### src/hw/rtl/fcpsg_pkg.sv
// Shared types and constants of the four-channel sound generator.
// Depends on nothing.
`default_nettype none

package fcpsg_pkg;

   localparam int NUM_CHANNELS = 4;
   localparam int CH_IDX_W     = 2;

   typedef logic [7:0] byte_type;
   typedef logic [NUM_CHANNELS-1:0][7:0] chan_byte_type;
   typedef logic [3:0] addr_type;

   typedef enum logic {
      ACTION_WRITE = 1'b0,
      ACTION_TICK  = 1'b1
   } action_type;

   localparam addr_type REG_CHANNEL_END = 4'd8;
   localparam addr_type REG_RELOAD      = 4'd9;

   localparam int CTL_VOLUME_ONLY = 4;

   localparam logic [3:0]  LFSR4_SEED  = 4'hF;
   localparam logic [4:0]  LFSR5_SEED  = 5'h1F;
   localparam logic [8:0]  LFSR9_SEED  = 9'h1FF;
   localparam logic [16:0] LFSR17_SEED = 17'h1FFFF;

   localparam logic [15:0] GATE_MASK [8] = '{
      16'hCC00, 16'hCCCC, 16'hAA00, 16'hAAAA,
      16'hFF00, 16'hFFFF, 16'hF0F0, 16'hFFFF
   };

endpackage

`default_nettype wire

### src/hw/rtl/fcpsg_req_if.sv
// Request channel: register write or audio tick, valid/ready handshake.
// Depends on nothing.
`default_nettype none

interface fcpsg_req_if;
   logic       valid;
   logic       ready;
   logic       action;
   logic [3:0] register_address;
   logic [7:0] write_data;

   modport source (output valid, action, register_address, write_data, input ready);
   modport sink   (input valid, action, register_address, write_data, output ready);
endinterface

`default_nettype wire

### src/hw/rtl/fcpsg_rsp_if.sv
// Response channel: one mixed sample per tick, valid/ready handshake.
// Depends on nothing.
`default_nettype none

interface fcpsg_rsp_if;
   logic       valid;
   logic       ready;
   logic [7:0] sample;

   modport source (output valid, sample, input ready);
   modport sink   (input valid, sample, output ready);
endinterface

`default_nettype wire

### src/hw/rtl/four_channel_poly_sound_generator.sv
// Four-channel square and noise sound generator; uses fcpsg_pkg and the channel interfaces.
// Output: a tick's sample goes to the output register, or to the skid entry while a sample waits there.
// Throughput: one request per cycle; an output register plus one skid entry
// keep requests flowing while a sample waits, ready drops only when both are full.
// Reset (synchronous): LFSRs to all ones, channel state and output buffer cleared.
`default_nettype none

module four_channel_poly_sound_generator
   import fcpsg_pkg::*;
(
   input  wire logic   clock,
   input  wire logic   reset,
   fcpsg_req_if.sink   req_ch,
   fcpsg_rsp_if.source rsp_ch
);

   chan_byte_type             ctrl_ff, ctrl_in;
   chan_byte_type             divisor_ff, divisor_in;
   chan_byte_type             counter_ff, counter_in;
   logic [NUM_CHANNELS-1:0]   level_ff, level_in;
   logic [3:0]                lfsr4_ff, lfsr4_in;
   logic [4:0]                lfsr5_ff, lfsr5_in;
   logic [8:0]                lfsr9_ff, lfsr9_in;
   logic [16:0]               lfsr17_ff, lfsr17_in;

   logic                      out_valid_ff, out_valid_in;
   byte_type                  out_sample_ff, out_sample_in;
   logic                      skid_valid_ff, skid_valid_in;
   byte_type                  skid_sample_ff, skid_sample_in;

   logic [3:0]                lfsr4_step;
   logic [4:0]                lfsr5_step;
   logic [8:0]                lfsr9_step;
   logic [16:0]               lfsr17_step;
   logic [3:0]                gate_sel;
   chan_byte_type             counter_step;
   logic [NUM_CHANNELS-1:0]   level_step;
   logic [5:0]                total;
   byte_type                  sample_calc;

   logic                      accept;
   logic                      push;
   logic                      pop;
   logic [CH_IDX_W-1:0]       wr_chan;

   assign accept  = req_ch.valid && req_ch.ready;
   assign push    = accept && (req_ch.action == ACTION_TICK);
   assign pop     = out_valid_ff && rsp_ch.ready;
   assign wr_chan = req_ch.register_address[CH_IDX_W:1];

   assign req_ch.ready  = !skid_valid_ff;
   assign rsp_ch.valid  = out_valid_ff;
   assign rsp_ch.sample = out_sample_ff;

   assign lfsr4_step  = {lfsr4_ff[2:0], lfsr4_ff[3] ^ lfsr4_ff[2]};
   assign lfsr5_step  = {lfsr5_ff[3:0], lfsr5_ff[4] ^ lfsr5_ff[2]};
   assign lfsr9_step  = {lfsr9_ff[7:0], lfsr9_ff[8] ^ lfsr9_ff[4]};
   assign lfsr17_step = {lfsr17_ff[15:0], lfsr17_ff[16] ^ lfsr17_ff[13]};
   assign gate_sel    = {lfsr17_step[0], lfsr9_step[0], lfsr5_step[0], lfsr4_step[0]};

   always_comb begin
      total = '0;
      for (int i = 0; i < NUM_CHANNELS; i++) begin
         if (!ctrl_ff[i][CTL_VOLUME_ONLY]) begin
            if (counter_ff[i] == '0) begin
               counter_step[i] = divisor_ff[i];
               level_step[i]   = !level_ff[i];
            end else begin
               counter_step[i] = counter_ff[i] - 8'd1;
               level_step[i]   = level_ff[i];
            end
         end else begin
            counter_step[i] = counter_ff[i];
            level_step[i]   = 1'b1;
         end
         if (level_step[i] && GATE_MASK[ctrl_ff[i][7:5]][gate_sel]) begin
            total = total + {2'b00, ctrl_ff[i][3:0]};
         end
      end
      sample_calc = {total, 2'b00} + {4'b0000, total[5:2]};
   end

   always_comb begin
      ctrl_in    = ctrl_ff;
      divisor_in = divisor_ff;
      counter_in = counter_ff;
      level_in   = level_ff;
      lfsr4_in   = lfsr4_ff;
      lfsr5_in   = lfsr5_ff;
      lfsr9_in   = lfsr9_ff;
      lfsr17_in  = lfsr17_ff;
      if (accept) begin
         if (req_ch.action == ACTION_TICK) begin
            counter_in = counter_step;
            level_in   = level_step;
            lfsr4_in   = lfsr4_step;
            lfsr5_in   = lfsr5_step;
            lfsr9_in   = lfsr9_step;
            lfsr17_in  = lfsr17_step;
         end else if (req_ch.register_address < REG_CHANNEL_END) begin
            if (req_ch.register_address[0]) begin
               ctrl_in[wr_chan] = req_ch.write_data;
            end else begin
               divisor_in[wr_chan] = req_ch.write_data;
            end
         end else if (req_ch.register_address == REG_RELOAD) begin
            counter_in = divisor_ff;
         end
      end
   end

   always_comb begin
      out_valid_in   = out_valid_ff;
      out_sample_in  = out_sample_ff;
      skid_valid_in  = skid_valid_ff;
      skid_sample_in = skid_sample_ff;
      if (pop || !out_valid_ff) begin
         if (skid_valid_ff) begin
            out_valid_in  = 1'b1;
            out_sample_in = skid_sample_ff;
            skid_valid_in = 1'b0;
         end else begin
            out_valid_in  = push;
            out_sample_in = sample_calc;
         end
      end else if (push) begin
         skid_valid_in  = 1'b1;
         skid_sample_in = sample_calc;
      end
   end

   always_ff @(posedge clock) begin
      if (reset) begin
         ctrl_ff       <= '0;
         divisor_ff    <= '0;
         counter_ff    <= '0;
         level_ff      <= '0;
         lfsr4_ff      <= LFSR4_SEED;
         lfsr5_ff      <= LFSR5_SEED;
         lfsr9_ff      <= LFSR9_SEED;
         lfsr17_ff     <= LFSR17_SEED;
         out_valid_ff  <= 1'b0;
         skid_valid_ff <= 1'b0;
      end else begin
         ctrl_ff       <= ctrl_in;
         divisor_ff    <= divisor_in;
         counter_ff    <= counter_in;
         level_ff      <= level_in;
         lfsr4_ff      <= lfsr4_in;
         lfsr5_ff      <= lfsr5_in;
         lfsr9_ff      <= lfsr9_in;
         lfsr17_ff     <= lfsr17_in;
         out_valid_ff  <= out_valid_in;
         skid_valid_ff <= skid_valid_in;
      end
   end

   always_ff @(posedge clock) begin
      out_sample_ff  <= out_sample_in;
      skid_sample_ff <= skid_sample_in;
   end

endmodule

`default_nettype wire

### src/flat_wrapper.sv
// flat-port wrapper written by rule: the top's interface ports become plain ports
module four_channel_poly_sound_generator_flat import fcpsg_pkg::*;
  (clock, reset, req_ch_valid, req_ch_action, req_ch_register_address, req_ch_write_data, req_ch_ready, rsp_ch_valid, rsp_ch_sample, rsp_ch_ready);
  fcpsg_req_if req_ch_i ();
  fcpsg_rsp_if rsp_ch_i ();
  input  wire logic clock;
  input  wire logic reset;
  input wire logic [$bits(req_ch_i.valid)-1:0] req_ch_valid;
  input wire logic [$bits(req_ch_i.action)-1:0] req_ch_action;
  input wire logic [$bits(req_ch_i.register_address)-1:0] req_ch_register_address;
  input wire logic [$bits(req_ch_i.write_data)-1:0] req_ch_write_data;
  output wire logic [$bits(req_ch_i.ready)-1:0] req_ch_ready;
  output wire logic [$bits(rsp_ch_i.valid)-1:0] rsp_ch_valid;
  output wire logic [$bits(rsp_ch_i.sample)-1:0] rsp_ch_sample;
  input wire logic [$bits(rsp_ch_i.ready)-1:0] rsp_ch_ready;
  assign req_ch_i.valid = req_ch_valid;
  assign req_ch_i.action = req_ch_action;
  assign req_ch_i.register_address = req_ch_register_address;
  assign req_ch_i.write_data = req_ch_write_data;
  assign req_ch_ready = req_ch_i.ready;
  assign rsp_ch_valid = rsp_ch_i.valid;
  assign rsp_ch_sample = rsp_ch_i.sample;
  assign rsp_ch_i.ready = rsp_ch_ready;
  four_channel_poly_sound_generator u_core (.clock(clock), .reset(reset), .req_ch(req_ch_i), .rsp_ch(rsp_ch_i));
endmodule
### config.mk
export PLATFORM = sky130hd
export DESIGN_NAME = four_channel_poly_sound_generator_flat
export DESIGN_NICKNAME = d
export VERILOG_FILES = /design/src/hw/rtl/fcpsg_pkg.sv /design/src/hw/rtl/fcpsg_req_if.sv /design/src/hw/rtl/fcpsg_rsp_if.sv /design/src/hw/rtl/four_channel_poly_sound_generator.sv /design/src/flat_wrapper.sv
export SDC_FILE = /design/constraint.sdc
export NUM_CORES = 1
export LEC_CHECK = 0
export BUFFER_PORTS_ARGS = -buffer_cell sky130_fd_sc_hd__clkbuf_2
export CAP_MARGIN = 20
export CELL_PAD_IN_SITES_DETAIL_PLACEMENT = 0
export CELL_PAD_IN_SITES_GLOBAL_PLACEMENT = 2
export CORE_MARGIN = 3
export CORE_UTILIZATION = 39
export CTS_BUF_LIST = sky130_fd_sc_hd__clkbuf_16
export DETAILED_ROUTE_END_ITERATION = 6
export PLACE_DENSITY = 0.81
export SLEW_MARGIN = 20
export SYNTH_ARGS = -nofsm -noshare
export SYNTH_HDL_FRONTEND = slang
export SYNTH_SLANG_ARGS = --single-unit
### constraint.sdc
create_clock -name clock -period 8.1 [get_ports clock]
set_clock_uncertainty 0.2 [all_clocks]
set_input_delay 0.81 -clock clock [delete_from_list [all_inputs] [get_ports clock]]
set_output_delay 0.81 -clock clock [all_outputs]
set_load 0.05 [all_outputs]
==> impl_metrics.json <==
{
  "status": "finished, final reports clean",
  "clock-sinks": 153,
  "yosysUniqueCellTypes": 65,
  "syn_to_final_growth_pct": 12.4,
  "hp-class": "flop to flop",
  "synth_top_family_by_area": "simple AND/OR/NAND/NOR gates",
  "maxCapViolCount": 0,
  "p_total_uw": 1890,
  "antenna_found_initial": 0,
  "ys_seq_area_share_pct": 42.7,
  "finalSetupTns_ns": 0,
  "syn-mean-instance-area_sq_um": 8.74,
  "fin_crit_sh_pct": 90.5,
  "die-height_um": 145,
  "crit_path_end_kind": "flop",
  "clkLatencyLatePin_ns": 0.43,
  "die_area_sq_um": 21100,
  "intPower_uw": 1370,
  "vias": 6067,
  "synth-main-ff-cell": "dfxtp_1",
  "initial_core_util_pct": 40.0,
  "criticalPathCategory": "flop to flop",
  "antenna_cells": 0,
  "die_x_um": 145,
  "numPortBuffers": 26,
  "mappedNetlistArea_sq_um": 7550,
  "hold_viol": 0,
  "crit_top_cell": "ha_1",
  "fmax_ghz": 0.136,
  "wire_per_inst_um": 15.8,
  "crit_slowest_cell": "or4b_4",
  "yosys_warnings": 0,
  "h-tree-depth": 4,
  "synthAdderAreaFrac_pct": 4.04,
  "irDropWorstVdd_mv": 0.131,
  "cts_tree": "done",
  "core.rowCount": 50,
  "cpPeakStageDelay_ns": 0.50,
  "switching_power_uw": 520,
  "grt_pass1_wl_um": 29700,
  "crit_fanout": 5,
  "cts_hold_buf": 0,
  "final_layout_size_suffix_gt1_share_pct": 10.9,
  "drv_slew": 0,
  "hold_ws_ns": 0.260,
  "cts_buffers": 17,
  "synthCells": 864,
  "place_congestion": 0.808,
  "fin_nets": 903,
  "drtIter0Drc": 340,
  "cts_setup_buffers": 0,
  "grt_pass1_vias": 5699,
  "fp.coreArea_sq_um": 18900,
  "synth-async-reset-ratio_pct": 0,
  "cts.clk_slew.worst_paths_ns": 0.07,
  "startpoint_type": "flop",
  "boundaryPins": 27,
  "final_antenna_net_count": 0,
  "setup_viol": 0,
  "synthSimpleGateAreaFrac_pct": 22.9,
  "synth_fp_nets": 903,
  "synth_edf_count": 16,
  "muxShareOfSynthArea_pct": 11.6,
  "dpl.hpwl_um": 12000,
  "clkPwrFrac_pct": 44.9,
  "period_minus_slack_ns": 7.33,
  "ys_ff_latch": 153,
  "via_per_inst": 5.34,
  "combPwrFrac_pct": 12.1,
  "grt_max_degree": 72,
  "rsz0062_at_grt": "false",
  "relSlewSlack_pct": 32.7,
  "crit_arrival_ns": 7.39,
  "clockBufferDepth": 2,
  "track_usage_pct": 17.2,
  "yosys.area_share.xor_xnor_pct": 1.61,
  "drt-pass1-iter-count": 5,
  "p_sw_share_pct": 27.5,
  "route.detailed.drc": 0,
  "cts_root_buf": "clkbuf_16",
  "max_slew.worst_pin.slew_ns": 1.01,
  "p_leak_uw": 0.00359,
  "power_density_nw_per_um2": 223,
  "seqPwrFrac_pct": 42.9,
  "synth-compound-area-share_pct": 13.1,
  "wl_um": 17900,
  "grt_overflow": 0,
  "required_ns": 8.16
}
stage by stage:
stage | std cells | worst slack, ns | instance area (sq um) | utilization [%]
detailed placement | 1105 | 0.725 | 7860 | 41.6
global placement | 1105 | 1.01 | 7860 | 41.6
finish | 1137 | 0.766 | 8490 | 44.9
global route | 1137 | 0.126 | 8490 | 44.9
CTS | 1137 | 0.681 | 8490 | 44.9
floorplan | 864 | 1.57 | 7550 | -
cells in the final DEF, fill, tap and decap left out, drive strengths merged, types with 3 or more instances in the layout:
master,Yosys,layout
nand2b,10,10
a21o,13,13
edfxtp,16,16
bufinv,0,3
nor2,118,118
o21ai,42,42
mux2,12,12
xnor2,5,5
o22ai,3,3
or3b,3,3
nor3,24,24
or4,5,5
a211oi,11,11
nand3b,38,38
nand3,11,11
nor3b,5,5
nor4,6,6
o211ai,5,5
nand2,110,110
dfxtp,137,137
and3,5,5
inv,28,37
xor2,6,6
a311oi,3,3
o31ai,6,6
or3,6,6
mux2i,74,74
clkinv,0,3
a31oi,3,3
a21oi,49,49
clkbuf,47,42
nor2b,6,6
a221oi,3,3
buf,4,7
fa,4,4
a22oi,7,7
ha,18,18
logic make-up (layout without fill, tap and decap cells):
group | count (synthesis) | in the layout
buffers and inverters | 79 | 92
adders and majority gates | 22 | 22
AOI/OAI and AO/OA | 157 | 157
xor gates and xnor gates | 12 | 12
muxes | 86 | 86
DFF | 153 | 153
and+or+nand+nor | 355 | 355
synthesized netlist by cell type (all sizes together), types with 3 or more instances:
library cell,n,area [sq um]
a211oi,11,87.6
a21o,13,97.6
a21oi,49,245
a221oi,3,26.3
a22oi,7,52.6
a311oi,3,32.5
a31oi,3,18.8
and3,5,31.3
buf,4,22.5
clkbuf,47,176
dfxtp,137,2740
edfxtp,16,480
fa,4,80.1
ha,18,225
inv,28,105
mux2,12,139
mux2i,74,741
nand2,110,413
nand2b,10,62.6
nand3,11,55.1
nand3b,38,285
nor2,118,445
nor2b,6,37.5
nor3,24,130
nor3b,5,48.8
nor4,6,50.0
o211ai,5,37.5
o21ai,42,210
o22ai,3,18.8
o31ai,6,55.1
or3,6,37.5
or3b,3,28.8
or4,5,37.5
xnor2,5,43.8
xor2,6,52.6
worst paths after layout:
kind,slack (ns),end,start,cells past startpoint
worst min register to register,0.26,u_core.counter_ff[20],u_core.divisor_ff[20],2
worst max register to register,0.77,u_core.rsp_ch.sample[7],u_core.counter_ff[0],29
worst min-delay path,0.26,u_core.counter_ff[20],u_core.divisor_ff[20],2
worst max-delay path,0.77,u_core.rsp_ch.sample[7],u_core.counter_ff[0],29
area by class of cell:
type	count	area, sq um
Clock buffer	17	425
Clock inverter	15	203
Fill cell	1878	10400
Inverter	28	105
Multi-Input combinational cell	632	4030
Sequential cell	153	3220
Tap cell	260	325
Timing Repair Buffer	32	178
worst max-delay path: cells and delay by family (launching register included):
family	cells	cell delay, ns
compound gates	7	1.42
xor+xnor	2	0.41
fa+ha+maj	6	1.73
buf+inv	2	0.13
flops	1	0.34
mux	1	0.39
simple gates	11	2.56
repair_timing:
action	in CTS	in global routing
setup endpoints to repair	0	1
gates resized for setup	0	1
hold endpoints to repair	0	0
sequential cells by signal, indices dropped and copies added (netlist names):
signal and cells:
u_core.divisor_ff 32, u_core.level_ff 4, u_core.lfsr5_ff 5, u_core.lfsr9_ff 9
u_core.rsp_ch.sample 8, u_core.rsp_ch.valid 1, u_core.skid_sample_ff 8, u_core.lfsr4_ff 4
u_core.skid_valid_ff 1, u_core.ctrl_ff 32, u_core.counter_ff 32, u_core.lfsr17_ff 17
metal layers:
layer | GRT usage (%) | routed length, um | up-vias | part of all wire [%]
met3 | 3.94 | 629 | 17 | 3.5
met2 | 27.8 | 8330 | 101 | 46
li1 | - | - | 3033 | -
met4 | 3.94 | 214 | 0 | 1.2
met5 | 0 | 0 | - | 0
met1 | 23.5 | 8770 | 2916 | 49
power by group through the flow:
stage	Clock (uW)	Combinational [uW]	Sequential, uW
2_1_floorplan	0	170	831
3_3_place_gp	0	226	828
3_5_place_dp	0	230	829
4_1_cts	875	231	812
5_1_grt	903	258	816
6_report	851	230	813
No activity file was read; power rests on OpenSTA's default activity.
